===== config.mk =====
export PLATFORM = sky130hd
export DESIGN_NAME = rsn_cell
export DESIGN_NICKNAME = d
export VERILOG_FILES = /design/src/hdl/rsn_pkg.sv /design/src/hdl/rsn_cell.sv
export SDC_FILE = /design/constraint.sdc
export NUM_CORES = 1
export LEC_CHECK = 0
export BUFFER_PORTS_ARGS = -buffer_cell sky130_fd_sc_hd__buf_2
export CORE_MARGIN = 2
export CORE_UTILIZATION = 40
export CTS_BUF_LIST = sky130_fd_sc_hd__clkbuf_4 sky130_fd_sc_hd__clkbuf_8
export DETAILED_ROUTE_END_ITERATION = 10
export GPL_TIMING_DRIVEN = 0
export PLACE_DENSITY = 0.84
export SYNTH_ARGS = -nofsm -noshare
export SYNTH_HDL_FRONTEND = slang
export SYNTH_SLANG_ARGS = --single-unit

===== constraint.sdc =====
create_clock -name clk -period 1.97 [get_ports clk]
set_clock_uncertainty 0.1 [all_clocks]
set_input_delay 0.0985 -clock clk [delete_from_list [all_inputs] [get_ports clk]]
set_output_delay 0.0985 -clock clk [all_outputs]
set_load 0.01 [all_outputs]

===== src/hdl/rsn_pkg.sv =====
// Shared types, constants and helper functions for the recurrent sigmoid network step.
// Used by rsn_cell, rsn_sigmoid and recurrent_sigmoid_network_step; depends on nothing.
package rsn_pkg;

    localparam int IDX_W  = 6;     // width of neuron index fields
    localparam int VAL_W  = 16;    // Q8.8 weights and thresholds
    localparam int ACT_W  = 16;    // Q1.15 activations
    localparam int MODE_W = 2;
    localparam int W_ENTRY_W = VAL_W + 1;  // weight plus connection mark

    localparam int NEURONS_DEFAULT = 64;

    localparam logic [MODE_W-1:0] MODE_WEIGHT    = 2'd0;
    localparam logic [MODE_W-1:0] MODE_THRESHOLD = 2'd1;
    localparam logic [MODE_W-1:0] MODE_STEP      = 2'd2;

    localparam int CFG_IDX_W  = 1;
    localparam int CFG_DATA_W = IDX_W;
    localparam logic [CFG_IDX_W-1:0] CFG_FIRST  = 1'd0;
    localparam logic [CFG_IDX_W-1:0] CFG_SECOND = 1'd1;
    localparam logic [IDX_W-1:0] FIRST_RESET  = 6'd0;
    localparam logic [IDX_W-1:0] SECOND_RESET = 6'd53;

    // Accumulator covers up to 256 products of 31 significant bits.
    localparam int ACC_W = 40;
    localparam int D_W   = ACC_W + 1;

    localparam logic [ACT_W-1:0] ONE_Q15 = 16'd32768;
    localparam logic [15:0] GAIN_Q16  = 16'd64225;   // 0.98
    localparam logic [16:0] LOG2E_Q16 = 17'd94548;   // log2(e)
    localparam logic [27:0] ARG_LIMIT = 28'd134217728; // 16 in Q.23
    localparam logic [19:0] DIV10_MAGIC = 20'd838861;  // ceil(2^23 / 10)
    localparam int DIV10_SHIFT = 23;

    typedef struct packed {
        logic rotate;
        logic push;
        logic commit;
    } cell_ctl_t;

    function automatic logic [ACT_W-1:0] clamp_act(input logic [ACT_W-1:0] v);
        clamp_act = (v > ONE_Q15) ? ONE_Q15 : v;
    endfunction

    // 2^(-k/16) in Q16 for k = 0..16.
    function automatic logic [16:0] pow2_neg(input logic [4:0] k);
        logic [16:0] r;
        unique case (k)
            5'd0:    r = 17'd65536;
            5'd1:    r = 17'd62757;
            5'd2:    r = 17'd60097;
            5'd3:    r = 17'd57549;
            5'd4:    r = 17'd55109;
            5'd5:    r = 17'd52773;
            5'd6:    r = 17'd50535;
            5'd7:    r = 17'd48393;
            5'd8:    r = 17'd46341;
            5'd9:    r = 17'd44376;
            5'd10:   r = 17'd42495;
            5'd11:   r = 17'd40693;
            5'd12:   r = 17'd38968;
            5'd13:   r = 17'd37316;
            5'd14:   r = 17'd35734;
            5'd15:   r = 17'd34219;
            5'd16:   r = 17'd32768;
            default: r = 17'd0;
        endcase
        pow2_neg = r;
    endfunction

endpackage


===== src/hdl/rsn_cell.sv =====
// One cell of the activation chain: the current and the pending activation of one neuron.
// Depends on rsn_pkg.
module rsn_cell
    import rsn_pkg::*;
(
    input  logic             clk,
    input  logic             rst_n,
    input  cell_ctl_t        ctl,
    input  logic             force_en,
    input  logic [ACT_W-1:0] force_val,
    input  logic [ACT_W-1:0] act_in,
    input  logic [ACT_W-1:0] nxt_in,
    output logic [ACT_W-1:0] act,
    output logic [ACT_W-1:0] nxt
);

    logic [ACT_W-1:0] act_reg;
    logic [ACT_W-1:0] nxt_reg;

    always_ff @(posedge clk or negedge rst_n)
    begin
        if (!rst_n)
        begin
            act_reg <= '0;
        end
        else if (force_en)
        begin
            act_reg <= force_val;
        end
        else if (ctl.rotate)
        begin
            act_reg <= act_in;
        end
        else if (ctl.commit)
        begin
            act_reg <= nxt_reg;
        end
    end

    always_ff @(posedge clk)
    begin
        if (ctl.push)
        begin
            nxt_reg <= nxt_in;
        end
    end

    assign act = act_reg;
    assign nxt = nxt_reg;

endmodule


# Yosys cells after proc, flatten, opt, wreduce, memory -nomap -nowiden
# Cells that the tools add are included.
# Widths: inputs -> output; s select.
dict set report classes {
  addsub 0
  mul 0
  div_mod_pow 0
  order_cmp 0
  n_eq_ne 0
  shift 0
  n_mux 3
  bitwise_logic 0
  reduce_logical 1
}
# cell count
set op_table {}
lappend op_table {{$mux 16} 3}
lappend op_table {{$reduce_bool 3->1} 1}
dict set report totals {
  regBits 32
  latchBits 0
  ramBits 0
  romBits 0
  wordCells 6
  mem_count 0
}

# Logic depth before layout (Yosys ltp)
dict set report logic_depth {
  depth_word 3
  mapped_depth 4
  mapped_depth_nobuf 3
}

# Worst setup path before layout
# Ideal clock, no wire load.
dict set report synth_timing {
  path_type {flip-flop to flip-flop}
  startpoint {register nxt_reg[10] (netlist: nxt[10])}
  endpoint {register act_reg[10] (netlist: act[10])}
  arrival_ns 0.749
  t_required_ns 1.736
  path_slack_ns 0.987
  path_stages_with_launch 4
  path_buffers 0
  path_cell_list {edfxtp_1 > and3b_1 > a21oi_1 > o21ai_0}
}
dict set report synth_between {
  elab_chain_cells 3
}
# item line_no
set synth_rtl {}
lappend synth_rtl {{start: declaration} rsn_cell.sv:18} ;# logic [ACT_W-1:0] nxt_reg;
lappend synth_rtl {{start signal: assignment} rsn_cell.sv:44} ;# nxt_reg <= nxt_in;
lappend synth_rtl {{$mux 16} rsn_cell.sv:34} ;# else if (ctl.commit)
lappend synth_rtl {{$mux 16} rsn_cell.sv:30} ;# else if (ctl.rotate)
lappend synth_rtl {{$mux 16} rsn_cell.sv:26} ;# else if (force_en)
lappend synth_rtl {{end signal: assignment} rsn_cell.sv:28} ;# act_reg <= force_val;
lappend synth_rtl {{end signal: assignment} rsn_cell.sv:32} ;# act_reg <= act_in;
lappend synth_rtl {{end signal: assignment} rsn_cell.sv:36} ;# act_reg <= nxt_reg;
lappend synth_rtl {{end: declaration} rsn_cell.sv:17} ;# logic [ACT_W-1:0] act_reg;
# No other way between the ends. The select of a mux whose other input is x is not followed.
# A chain may end at the register's enable or synchronous reset.

# Worst setup path after layout
dict set report layout_timing {
  startpoint {register nxt_reg[4] (netlist: nxt[4])}
  endpoint {register act_reg[4] (netlist: act[4])}
}
# The elaborated chain is that of the path after synthesis.

==> qor.log <==
qor: power.powerDensity 636.3 nW/µm²
qor: detailed_routing.drt_pass1_iterations 4
qor: detailed_routing.avgViaCountPerCell 4.902
qor: sta.fmaxAchievable 0.6314 GHz
qor: setup_path.worst-path-buf-inv 1
qor: sta.total_negative_slack_for_setup_checks 0 ns
qor: setup_path.path_cells and3b_1, a21oi_1, o21ai_1, dlygate4sd3_1
qor: synth.ys_types 13
qor: clock_network.cts_max_path_buffers 2
qor: place.dpl.hpwl 2510 µm
qor: sta.layout_worst_path_cycle_share 0.8039
qor: finish.num-nets-final 295
qor: finish.layout.cell_area.non_filler 2354 µm²
qor: outcome.status finished clean
qor: clock_network.clock_insertion_delay_worst_skew 0.31 ns
qor: grt.grt_overflow_total 0
qor: clock_network.ctsHtreeMaxLevel 2
qor: finish.layoutNonFillerInstCount 287
qor: power.total_leakage_power 0.001122 µW
qor: floorplanning.io_pins 86
qor: setup_path.criticalPathCategory reg2reg
qor: detailed_routing.postRouteWirelength 4293 µm
qor: grt.pin_count_of_the_biggest_net_entering_global_routing 17
qor: detailed_routing.dr.first_iter.drc_count 74
qor: sta.max_slew.worst_pin.slew 0.3651 ns
qor: run.drv.max_cap_violation_count 0
qor: setup_path.worst_path_max_delay_cell sky130_fd_sc_hd__dlygate4sd3_1
qor: grt.grt_antenna_before_repair 0
qor: clock_network.clk_pin_slew 0.08 ns
qor: setup_path.cell_type_group_with_the_largest_total_delay_on_the_critical_path buffers and inverters
qor: floorplanning.floorplan.initialDensity 0.4133
qor: detailed_routing.post_drt_wl_per_cell 14.96 µm
qor: place.numPortBuffers 85
qor: clock_network.cts.sink_count 32
qor: clock_network.cts.root.buffer_cell sky130_fd_sc_hd__clkbuf_4
qor: detailed_routing.drc 0
qor: grt.groute.usage.overall 0.2364
qor: power.irDropWorstVdd 0.3411 mV
qor: clock_network.cts-buffers-inserted 5
qor: synth.syn_area 1358 µm²
qor: setup_path.required 2.06 ns
qor: grt.first_global_vias 1,429
qor: setup_path.r2r_setup_slack 0.39 ns
qor: setup_path.worst_setup_path_start_kind register
qor: finish.n_diodes 0
qor: detailed_routing.detail-route-antenna-nets 0
qor: sta.setup_viol_count_final 0
qor: sta.unrepaired_setup_endpoints_after_global_routing false
qor: sta.hold-worst-slack 0.03398 ns
qor: floorplanning.std_cell_rows 21
qor: clock_network.post-cts-setup-buffer-count 0
qor: sta.timing.final.max_slew_violations 0
qor: finish.synthToLayoutAreaGrowth 73.36%
qor: place.place_inst 234
qor: sta.timing.slew.headroom 0.7558
qor: setup_path.worst_path_arrival_time 1.68 ns
qor: floorplanning.design.die.area 3876 µm²
qor: floorplanning.core-area 3284 µm²
qor: setup_path.path_max_fanout 2
qor: synth.synth-seq-cells 32
qor: sta.total_count_of_hold_check_failures_in_the_final_report 0
qor: grt.first_pass_grt_wire_length 6927 µm
qor: finish.commonest_cells_after_routing_fill_and_taps_aside 88 x sky130_fd_sc_hd__buf_2, 46 x sky130_fd_sc_hd__dlygate4sd3_1, 19 x sky130_fd_sc_hd__a22oi_1, 16 x sky130_fd_sc_hd__dfrtp_1, 16 x sky130_fd_sc_hd__edfxtp_1
qor: synth.part_of_the_yosys_area_used_for_sequential_elements 0.6488
qor: detailed_routing.num_vias 1,407
qor: finish.most_frequent_standard_cell_in_the_layout_excluding_fill_and_tap_cells sky130_fd_sc_hd__buf_2
qor: finish.final_layout_size_suffix_gt1_frac 0.4149
qor: floorplanning.die_height 62.26 µm
qor: synth.synthesis.instances 103
qor: place.gp_routability_congestion 0.7669
qor: min_path.worstHoldPathType in2reg
qor: synth.synthesis.nets 157
qor: setup_path.cp-end-kind register
qor: place.place_area 1841 µm²
qor: clock_network.tritoncts yes
qor: synth.syn_area_per_cell 13.18 µm²
qor: floorplanning.chipWidth 62.26 µm
qor: synth.ys_warn_count 0
qor: sta.period_needed 1.584 ns
qor: setup_path.worst_path_largest_cell_delay 0.59 ns
## cells in the mapped netlist
cell type	instances	area, µm²
sky130_fd_sc_hd__a21oi_1	13	65.06
sky130_fd_sc_hd__a22oi_1	19	142.6
sky130_fd_sc_hd__and3b_1	13	113.9
sky130_fd_sc_hd__buf_2	3	15.01
sky130_fd_sc_hd__buf_4	3	22.52
sky130_fd_sc_hd__buf_6	1	11.26
sky130_fd_sc_hd__clkbuf_1	1	3.750
sky130_fd_sc_hd__dfrtp_1	16	400.4
sky130_fd_sc_hd__edfxtp_1	16	480.5
sky130_fd_sc_hd__nor2b_1	1	6.260
sky130_fd_sc_hd__nor3_4	1	16.27
sky130_fd_sc_hd__o21ai_0	8	40.04
sky130_fd_sc_hd__o21ai_1	8	40.04
## power by group
group	internal, µW	total [µW]	switching, µW
clock network	162	355	193
logic	194	346	152
registers	765	796	31.2
## logic make-up (layout without fill, tap and decap cells)
family / after synthesis / count (layout) / share of synthesized area
AOI/OAI and AO/OA: 48 / 48 / 0.2120
buffers and inverters: 8 / 146 / 0.03870
DFF: 32 / 32 / 0.6488
and+or+nand+nor: 15 / 15 / 0.1005
## metrics by stage
step | total power [µW] | util | setup slack [ns]
floorplan | 912.3 | - | 0.9869
global placement | 1049 | 0.5604 | 0.8804
detailed placement | 1054 | 0.5604 | 0.8284
CTS | 1487 | 0.7166 | 0.4196
global route | 1574 | 0.7166 | 0.2892
finish | 1498 | 0.7166 | 0.3863
## worst paths after layout
path / from / to / cells after the start
setup / recovery: nxt[4] / act[4] / 4
hold / removal: act_in[7] / act[7] / 3
setup reg to reg: nxt[4] / act[4] / 4
hold reg to reg: act[7] / act[7] / 2
max in group asynchronous: rst_n / act[5] / 2
min in group asynchronous: rst_n / act[12] / 2
## routing by layer
layer,GRT usage,share of wire
met5,0,0
met4,0.1222,0.042
met3,0.08696,0.090
met2,0.4198,0.50
met1,0.2430,0.37
## layout make-up
type	count	area (µm²)
Clock buffer	7	52.55
Sequential cell	32	880.8
Tap cell	46	57.56
Buffer	8	52.55
Timing Repair Buffer	131	885.9
Fill cell	226	930.9
Multi-Input combinational cell	63	424.2
## worst min-delay path, cell delays in order
cell and delay [ns]:
sky130_fd_sc_hd__buf_2 0.07, sky130_fd_sc_hd__a21oi_1 0.06, sky130_fd_sc_hd__o21ai_0 0.17
## timing repair
item                                    4_1_cts  5_1_grt
endpoints found under the setup margin        0        0
endpoints found under the hold margin        48        0
hold buffers                                 46        0
gates resized for setup                       0        0
No activity file was read; power rests on OpenSTA's default activity.
