--- config.mk ---
export PLATFORM = sky130hd
export DESIGN_NAME = rsn_sigmoid
export DESIGN_NICKNAME = d
export VERILOG_FILES = /design/src/hdl/rsn_pkg.sv /design/src/hdl/rsn_sigmoid.sv
export SDC_FILE = /design/constraint.sdc
export NUM_CORES = 2
export LEC_CHECK = 0
export BUFFER_PORTS_ARGS = -buffer_cell sky130_fd_sc_hd__clkbuf_2
export CORE_MARGIN = 3
export CORE_UTILIZATION = 60
export CTS_CLUSTER_DIAMETER = 150
export CTS_CLUSTER_SIZE = 25
export DETAILED_ROUTE_END_ITERATION = 10
export PLACE_DENSITY_LB_ADDON = 0.2
export SETUP_SLACK_MARGIN = 0.5
export SYNTH_ARGS = -nofsm -noshare
export SYNTH_HDL_FRONTEND = slang
export SYNTH_SLANG_ARGS = --single-unit
--- constraint.sdc ---
create_clock -name clk -period 12.5 [get_ports clk]
set_input_delay 1.875 -clock clk [delete_from_list [all_inputs] [get_ports clk]]
set_output_delay 1.875 -clock clk [all_outputs]
set_load 0.01 [all_outputs]
--- src/hdl/rsn_pkg.sv ---
// Shared types, constants and helper functions for the recurrent sigmoid network step.
// Used by rsn_cell, rsn_sigmoid and recurrent_sigmoid_network_step; depends on nothing.
package rsn_pkg;

    localparam int IDX_W  = 6;     // width of neuron index fields
    localparam int VAL_W  = 16;    // Q8.8 weights and thresholds
    localparam int ACT_W  = 16;    // Q1.15 activations
    localparam int MODE_W = 2;
    localparam int W_ENTRY_W = VAL_W + 1;  // weight plus connection mark

    localparam int NEURONS_DEFAULT = 64;

    localparam logic [MODE_W-1:0] MODE_WEIGHT    = 2'd0;
    localparam logic [MODE_W-1:0] MODE_THRESHOLD = 2'd1;
    localparam logic [MODE_W-1:0] MODE_STEP      = 2'd2;

    localparam int CFG_IDX_W  = 1;
    localparam int CFG_DATA_W = IDX_W;
    localparam logic [CFG_IDX_W-1:0] CFG_FIRST  = 1'd0;
    localparam logic [CFG_IDX_W-1:0] CFG_SECOND = 1'd1;
    localparam logic [IDX_W-1:0] FIRST_RESET  = 6'd0;
    localparam logic [IDX_W-1:0] SECOND_RESET = 6'd53;

    // Accumulator covers up to 256 products of 31 significant bits.
    localparam int ACC_W = 40;
    localparam int D_W   = ACC_W + 1;

    localparam logic [ACT_W-1:0] ONE_Q15 = 16'd32768;
    localparam logic [15:0] GAIN_Q16  = 16'd64225;   // 0.98
    localparam logic [16:0] LOG2E_Q16 = 17'd94548;   // log2(e)
    localparam logic [27:0] ARG_LIMIT = 28'd134217728; // 16 in Q.23
    localparam logic [19:0] DIV10_MAGIC = 20'd838861;  // ceil(2^23 / 10)
    localparam int DIV10_SHIFT = 23;

    typedef struct packed {
        logic rotate;
        logic push;
        logic commit;
    } cell_ctl_t;

    function automatic logic [ACT_W-1:0] clamp_act(input logic [ACT_W-1:0] v);
        clamp_act = (v > ONE_Q15) ? ONE_Q15 : v;
    endfunction

    // 2^(-k/16) in Q16 for k = 0..16.
    function automatic logic [16:0] pow2_neg(input logic [4:0] k);
        logic [16:0] r;
        unique case (k)
            5'd0:    r = 17'd65536;
            5'd1:    r = 17'd62757;
            5'd2:    r = 17'd60097;
            5'd3:    r = 17'd57549;
            5'd4:    r = 17'd55109;
            5'd5:    r = 17'd52773;
            5'd6:    r = 17'd50535;
            5'd7:    r = 17'd48393;
            5'd8:    r = 17'd46341;
            5'd9:    r = 17'd44376;
            5'd10:   r = 17'd42495;
            5'd11:   r = 17'd40693;
            5'd12:   r = 17'd38968;
            5'd13:   r = 17'd37316;
            5'd14:   r = 17'd35734;
            5'd15:   r = 17'd34219;
            5'd16:   r = 17'd32768;
            default: r = 17'd0;
        endcase
        pow2_neg = r;
    endfunction

endpackage

--- src/hdl/rsn_sigmoid.sv ---
// Multi-cycle fixed-point sigmoid: gain, saturation, exp2 interpolation and a restoring divider.
// Depends on rsn_pkg for widths, constants and the 2^(-k/16) table.
module rsn_sigmoid
    import rsn_pkg::*;
(
    input  logic                  clk,
    input  logic                  rst_n,
    input  logic                  start,
    input  logic signed [D_W-1:0] d,
    output logic                  done,
    output logic [ACT_W-1:0]      s
);

    localparam logic [2:0] ST_IDLE = 3'd0;
    localparam logic [2:0] ST_MUL1 = 3'd1;
    localparam logic [2:0] ST_MUL2 = 3'd2;
    localparam logic [2:0] ST_INTP = 3'd3;
    localparam logic [2:0] ST_EXP  = 3'd4;
    localparam logic [2:0] ST_DIV  = 3'd5;
    localparam logic [2:0] ST_OUT  = 3'd6;

    logic [2:0]      state_reg, state_next;
    logic [4:0]      cnt_reg;
    logic            neg_reg;
    logic [D_W-1:0]  mag_reg;
    logic [27:0]     m_reg;
    logic [21:0]     t_reg;
    logic [16:0]     tk_reg;
    logic [23:0]     ip_reg;
    logic [5:0]      n_reg;
    logic [17:0]     den_reg;
    logic [17:0]     rem_reg;
    logic [15:0]     numlo_reg;
    logic [15:0]     q_reg;

    logic [43:0] m_prod;
    logic [27:0] m_sh;
    logic [27:0] m_next;
    logic [37:0] t_prod;
    logic [16:0] tk;
    logic [16:0] tk1;
    logic [11:0] diff;
    logic [16:0] p;
    logic [16:0] e;
    logic [17:0] den;
    logic [18:0] rem2;
    logic        ge;

    always_comb
    begin
        m_prod = 44'(mag_reg[27:0]) * 44'(GAIN_Q16);
        m_sh   = m_prod[43:16];
        m_next = ((|mag_reg[D_W-1:28]) || (m_sh > ARG_LIMIT)) ? ARG_LIMIT : m_sh;
        t_prod = 38'(m_reg[27:7]) * 38'(LOG2E_Q16);
        tk     = pow2_neg({1'b0, t_reg[15:12]});
        tk1    = pow2_neg(5'({1'b0, t_reg[15:12]}) + 5'd1);
        diff   = 12'(tk - tk1);
        p      = tk_reg - 17'(ip_reg >> 12);
        e      = p >> n_reg;
        den    = 18'd65536 + 18'(e);
        rem2   = {rem_reg, numlo_reg[15]};
        ge     = rem2 >= {1'b0, den_reg};
    end

    always_comb
    begin
        state_next = state_reg;
        unique case (state_reg)
            ST_IDLE: if (start) state_next = ST_MUL1;
            ST_MUL1: state_next = ST_MUL2;
            ST_MUL2: state_next = ST_INTP;
            ST_INTP: state_next = ST_EXP;
            ST_EXP:  state_next = ST_DIV;
            ST_DIV:  if (cnt_reg == 5'd1) state_next = ST_OUT;
            ST_OUT:  state_next = ST_IDLE;
            default: state_next = ST_IDLE;
        endcase
    end

    always_ff @(posedge clk or negedge rst_n)
    begin
        if (!rst_n)
        begin
            state_reg <= ST_IDLE;
        end
        else
        begin
            state_reg <= state_next;
        end
    end

    always_ff @(posedge clk)
    begin
        unique case (state_reg)
            ST_IDLE:
            begin
                neg_reg <= d[D_W-1];
                mag_reg <= d[D_W-1] ? D_W'(-d) : D_W'(d);
            end
            ST_MUL1: m_reg <= m_next;
            ST_MUL2: t_reg <= t_prod[37:16];
            ST_INTP:
            begin
                tk_reg <= tk;
                ip_reg <= 24'(diff) * 24'(t_reg[11:0]);
                n_reg  <= t_reg[21:16];
            end
            ST_EXP:
            begin
                // Dividend is 2^31 + den/2; its upper half is already below den.
                den_reg   <= den;
                rem_reg   <= 18'd32768 + 18'(den[17]);
                numlo_reg <= den[16:1];
                cnt_reg   <= 5'd16;
            end
            ST_DIV:
            begin
                rem_reg   <= ge ? 18'(rem2 - {1'b0, den_reg}) : 18'(rem2);
                numlo_reg <= {numlo_reg[14:0], 1'b0};
                q_reg     <= {q_reg[14:0], ge};
                cnt_reg   <= cnt_reg - 5'd1;
            end
            default: ;
        endcase
    end

    // The quotient is final while done is high, so s is read in that cycle.
    assign done = (state_reg == ST_OUT);
    assign s    = neg_reg ? ONE_Q15 - q_reg : q_reg;

endmodule

Word level (Yosys, flattened, before mapping)
Memory sizes are Yosys's and may differ from the RTL's. A register that Yosys moved wholly into a read port is not among the register bits.
Cells that the tools add are included.
{ "totals": {"out_inout_bits": 17, "n_memories": 2, "input_bits": 44, "ff_bits": 215, "word_cells": 55, "latch_bits": 0, "mem_bits_rw": 0, "romBits": 816} }
{ "mem_list": {"columns": ["memory", "words", "width", "read_ports", "rd_clocked_by_memory_dff", "wr", "line", "rtl"], "rows": [
  ["(name not given)", 32, 17, 1, 0, 0, "rsn_pkg.sv:48", "unique case (k)"],
  ["(name not given)", 16, 17, 1, 1, 0, "rsn_pkg.sv:48", null]
]} }
{ "classes": {"magnitude_cmp": 2, "n_addsub": 9, "reduce_logical": 5, "n_div": 0, "n_bitwise": 0, "n_eq_ne": 9, "muxes": 10, "n_shift": 1, "mul": 3} }
{ "ops": {"columns": ["operator", "count"], "rows": [
  ["$mul A28 B16 Y44 const B", 1],
  ["$neg A41 Y41", 1],
  ["$mux W40", 1],
  ["$mul A21 B15 Y36 const B", 1],
  ["$pmux W18 S2", 1],
  ["$pmux W16 S2", 1],
  ["$gt A28 B28 Y1 const B", 1],
  ["$mul A12 B12 Y24", 1],
  ["$ge A19 B18 Y1", 1],
  ["$add A17 B17 Y18 const A", 1],
  ["$mux W18", 1],
  ["$pmux W3 S6", 1],
  ["$sub A18 B18 Y18", 1],
  ["$add A16 B1 Y17 const A", 1],
  ["$shr A17 B6 Y17", 1],
  ["$sub A17 B12 Y17", 1],
  ["$mux W16", 1],
  ["$sub A16 B16 Y16 const A", 1],
  ["$reduce_or A13 Y1", 1],
  ["$sub A12 B12 Y12", 1],
  ["$pmux W5 S2", 1],
  ["$eq A3 B3 Y1 const B", 3],
  ["$eq A3 B2 Y1 const B", 2],
  ["$mux W3", 2],
  ["10 further kinds", 11]
]} }

Longest topological paths before layout
{ "logic_depth": {"word_depth": 5, "ltp_mapped": 40, "mapped_depth_nobuf": 37} }

Worst setup path after synthesis
No wires, ideal clock.
{ "synth_path": {"path_kind": "reg-to-reg", "start": "reg t_reg[12]", "end": "reg ip_reg[23] (data pin)", "required_time_ns": 12.242, "path_buffers": 2, "arrival_ns": 8.734, "path_stages_with_launch": 36, "period_less_slack_ns": 8.992, "setup_ns": 0.258, "setup_slack_ns": 3.508, "cell_sequence": "edfxtp_1 -> clkbuf_1 -> nand3_1 -> xnor2_1 -> mux4_2 -> or2_2 -> ha_1 -> o21ai_0 -> a21oi_1 -> o21a_1 -> o21a_1 -> o21a_1 -> o21ai_0 -> a21boi_0 -> nor2_1 -> clkbuf_1 -> nand2_1 -> fa_1 -> inv_1 -> fa_1 -> fa_1 -> inv_1 -> fa_1 -> inv_1 -> ha_1 -> a21o_1 -> a211o_1 -> a211o_1 -> a2111oi_0 -> o31ai_1 -> o41ai_1 -> nor2b_1 -> o21a_1 -> o21a_1 -> nor2_1 -> xnor2_1"} }
{ "synth_via": {"elab_chain_cells": 4} }
{ "synth_rtl": {"columns": ["item", "line", "rtl"], "rows": [
  ["start: declaration", "rsn_sigmoid.sv:27", "logic [21:0] t_reg;"],
  ["start signal: assignment", "rsn_sigmoid.sv:101", "ST_MUL2: t_reg <= t_prod[37:16];"],
  ["$add A4 B1 Y5", "rsn_sigmoid.sv:56", "tk1 = pow2_neg(5'({1'b0, t_reg[15:12]}) + 5'd1);"],
  ["$mem_v2 Z32 W17", null, null],
  ["$sub A12 B12 Y12", "rsn_sigmoid.sv:57", "diff = 12'(tk - tk1);"],
  ["$mul A12 B12 Y24", "rsn_sigmoid.sv:105", "ip_reg <= 24'(diff) * 24'(t_reg[11:0]);"],
  ["end signal: assignment", "rsn_sigmoid.sv:105", null],
  ["end: declaration", "rsn_sigmoid.sv:29", "logic [23:0] ip_reg;"]
]} }
Every way passes these cells.
A chain may end at the register's enable or synchronous reset.

Worst setup path after layout
Same ends and word-level chain as after synthesis.

==> impl_summary.log <==
[metrics] Final Hold Viols: 0
[metrics] status: complete, no violations
[metrics] syn_nets: 3997
[metrics] Overall Global Routing Usage: 24.80%
[metrics] kind of capture point of the worst setup path: register
[metrics] Port Buf Inserts: 60
[metrics] routability cong.: 0.9281
[metrics] worst-margin pin slew: 1032 ps
[metrics] total clock sinks: 213
[metrics] netlist area before placement: 30630 µm²
[metrics] top-level I/O count: 61
[metrics] antenna viol nets, final: 0
[metrics] number of flip-flops in the largest register: 41
[metrics] total wire length after detailed routing: 63640 µm
[metrics] Antenna Cells: 0
[metrics] maximum clock frequency: 98.44 MHz
[metrics] fraction of the yosys area taken by sequential cells: 20.28%
[metrics] Worst setup startpoint: t_reg[12]$_DFFE_PP_
[metrics] Multi-input gate area: 21610 µm²
[metrics] number of maximum-capacitance violations: 0
[metrics] Clock Tree Root: clkbuf_16
[metrics] die area: 53800 µm²
[metrics] count of filler cells inserted in the layout: 4155
[metrics] number of buffers inserted by hold repair at cts: 0
[metrics] Hold Crit Start: tk[14]$_SDFF_PP0_
[metrics] instance count of the mapped netlist: 3094
[metrics] arrival time at the worst endpoint: 10440 ps
[metrics] Critical Path Max Stage Delay: 670 ps
[metrics] antenna violations before repair: 1
[metrics] type of the tightest min-delay check: register to register
[metrics] insertion delay of the later-clocked pin in the worst-skew pair: 510 ps
[metrics] Num CTS Buffers: 13
[metrics] DP HPWL: 53850 µm
[metrics] # Post-CTS Setup Buffers: 0
[metrics] type of the worst setup path: register to register
[metrics] Setup violations, final: 0
[metrics] Detailed Route Iter0 Violations: 1253
[metrics] first-pass iteration count of the detailed router: 7
[metrics] remaining global-route overflow: 0
[metrics] RSZ-0062 raised after global routing: no
[metrics] Die Width: 232.0 µm
[metrics] area share of the largest cell type after synthesis: 25.94%
[metrics] pin count of the biggest net entering global routing: 43
[metrics] fraction of layout instances using a drive strength above 1: 4.665%
[metrics] Placeable Area: 50270 µm²
[metrics] fin. max-slew vios: 0
[metrics] vias in the first global route: 22230
[metrics] Max Clock Skew: 30.32 ps
[metrics] period utilization: 81.26%
[metrics] average wire length per cell after detail routing: 16.84 µm
[metrics] synth warn: 0
[metrics] number of H-tree levels: 1
[metrics] fin crit period: 10160 ps
[metrics] number of enable flip-flop cells after synthesis: 193
[metrics] post-synthesis cell type with the largest combined area: fa_1
[metrics] total number of placement rows: 82
[metrics] most used flip-flop cell after synthesis: edfxtp_1
[metrics] highest-delay cell along the critical path: ha_1
[metrics] Post-CTS Resized: 0
[metrics] ys async rst share: 1.408%
[metrics] buffers from clock root to sink, at most: 3
[metrics] r2r startpoint: t_reg[12]$_DFFE_PP_
[metrics] clock tree from TritonCTS: yes
[metrics] data required time at the worst endpoint: 12780 ps
[metrics] Synth cell types: 80
[metrics] remaining max-slew budget at the tightest pin: 31.19%
[metrics] net count reported at finish: 4004
[metrics] biggest area contributors in the synthesized netlist: fa_1 26%, edfxtp_1 19%, ha_1 19%
[metrics] Area growth syn-to-layout: 4.391%
[metrics] CTS clock-pin slew for the worst setup and hold paths: 100 ps
[metrics] # DRC: 0
[metrics] syn avg cell area: 9.901 µm²
[metrics] Die Height: 232.0 µm
[metrics] Seq cells post-synth: 213
[metrics] routed via count divided by cell count: 5.558
[metrics] Vias: 21010
[metrics] global-route wire length before repair: 109400 µm
[metrics] crit path launch type: register
[metrics] largest fanout of any net on the critical path: 19
[metrics] effective utilization at floorplan: 60.93%
[metrics] flip-flop and latch area: 6211 µm²
[metrics] Post-Route Setup TNS: 0 ps
## placed cells by master (no fill, tap or decap), drive strengths merged, types with 11 or more instances in the layout
cell,synthesis,routed
a211oi,18,18
a31oi,15,15
and3,19,19
nand2,177,177
o31ai,34,34
nor3,51,51
or2,11,11
o211ai,13,13
nand2b,21,21
mux2,17,17
nor2,149,149
mux2i,31,31
o21ai,94,94
or3,21,21
or4,13,13
fa,397,397
ha,462,462
nor2b,37,37
dfxtp,17,17
xor2,38,38
nand4,13,13
a21o,37,37
and2,77,77
a21oi,101,101
inv,673,676
edfxtp,193,193
buf,9,11
clkbuf,70,77
xnor2,107,107
o21a,27,27
nand3,39,39
## synth_stat cells (all sizes together), types with 38 or more instances
library cell,number
inv,673
ha,462
fa,397
edfxtp,193
nand2,177
nor2,149
xnor2,107
a21oi,101
o21ai,94
and2,77
clkbuf,70
nor3,51
nand3,39
xor2,38
## critical path, delay by kind of cell, from the launching register on
family          cells  cell delay, ps
fa+ha+maj           9            4200
compound gates     12            3150
simple gates        5            1340
flops               1             600
mux                 1             380
buf+inv             3             160
xor+xnor            1              80
## layer usage
layer | vias up | part of all wire [%] | GRT usage [%]
li1 | 10160 | - | -
met5 | - | 0.020 | 0
met4 | 2 | 2.0 | 5.132
met3 | 80 | 3.7 | 2.552
met1 | 10380 | 45 | 34.09
met2 | 395 | 49 | 42.96
## worst paths after layout
check	depth (start not counted)	end	slack, ps
setup reg to reg	31	ip_reg[23]$_DFFE_PP_	2340
setup / recovery	31	ip_reg[23]$_DFFE_PP_	2340
hold reg to reg	0	tk_reg[14]$_DFFE_PP_	410
min in group asynchronous	1	state_reg[0]$_DFFE_PN0P_	1130
hold / removal	0	tk_reg[14]$_DFFE_PP_	410
max in group asynchronous	1	state_reg[2]$_DFFE_PN0P_	11260
## cell families after synthesis
family / synth area share, %
muxes: 1.858
DFF: 20.28
and+or+nand+nor: 10.54
buffers and inverters: 9.259
adders and majority gates: 44.81
AOI/OAI and AO/OA: 9.104
xor gates and xnor gates: 4.146
## layout make-up
| type | instances | share of cell area [%] |
|---|---|---|
| clock buffers | 17 | 1.064 |
| clock inverters | 5 | 0.1761 |
| inverters | 675 | 7.923 |
| multi-input cells | 2127 | 67.59 |
| flip-flops and latches | 213 | 19.42 |
| well taps | 672 | 2.629 |
| repair buffers | 71 | 1.197 |
## stage by stage
step	cells	instance area (µm²)	setup WS [ps]	util (%)	hold slack (ps)
after floorplan	3094	30630	3508	-	385.5
after global placement	3758	31580	2538	62.82	388.6
after detailed placement	3758	31580	2357	62.82	393.3
after CTS	3780	31980	2336	63.61	402.8
after global routing	3780	31980	1552	63.61	427.3
final	3780	31980	2342	63.61	413.5
Power is left out: the tool's default activity adds up to more than one toggle a clock period on the data nets, which glitch-free logic cannot reach.
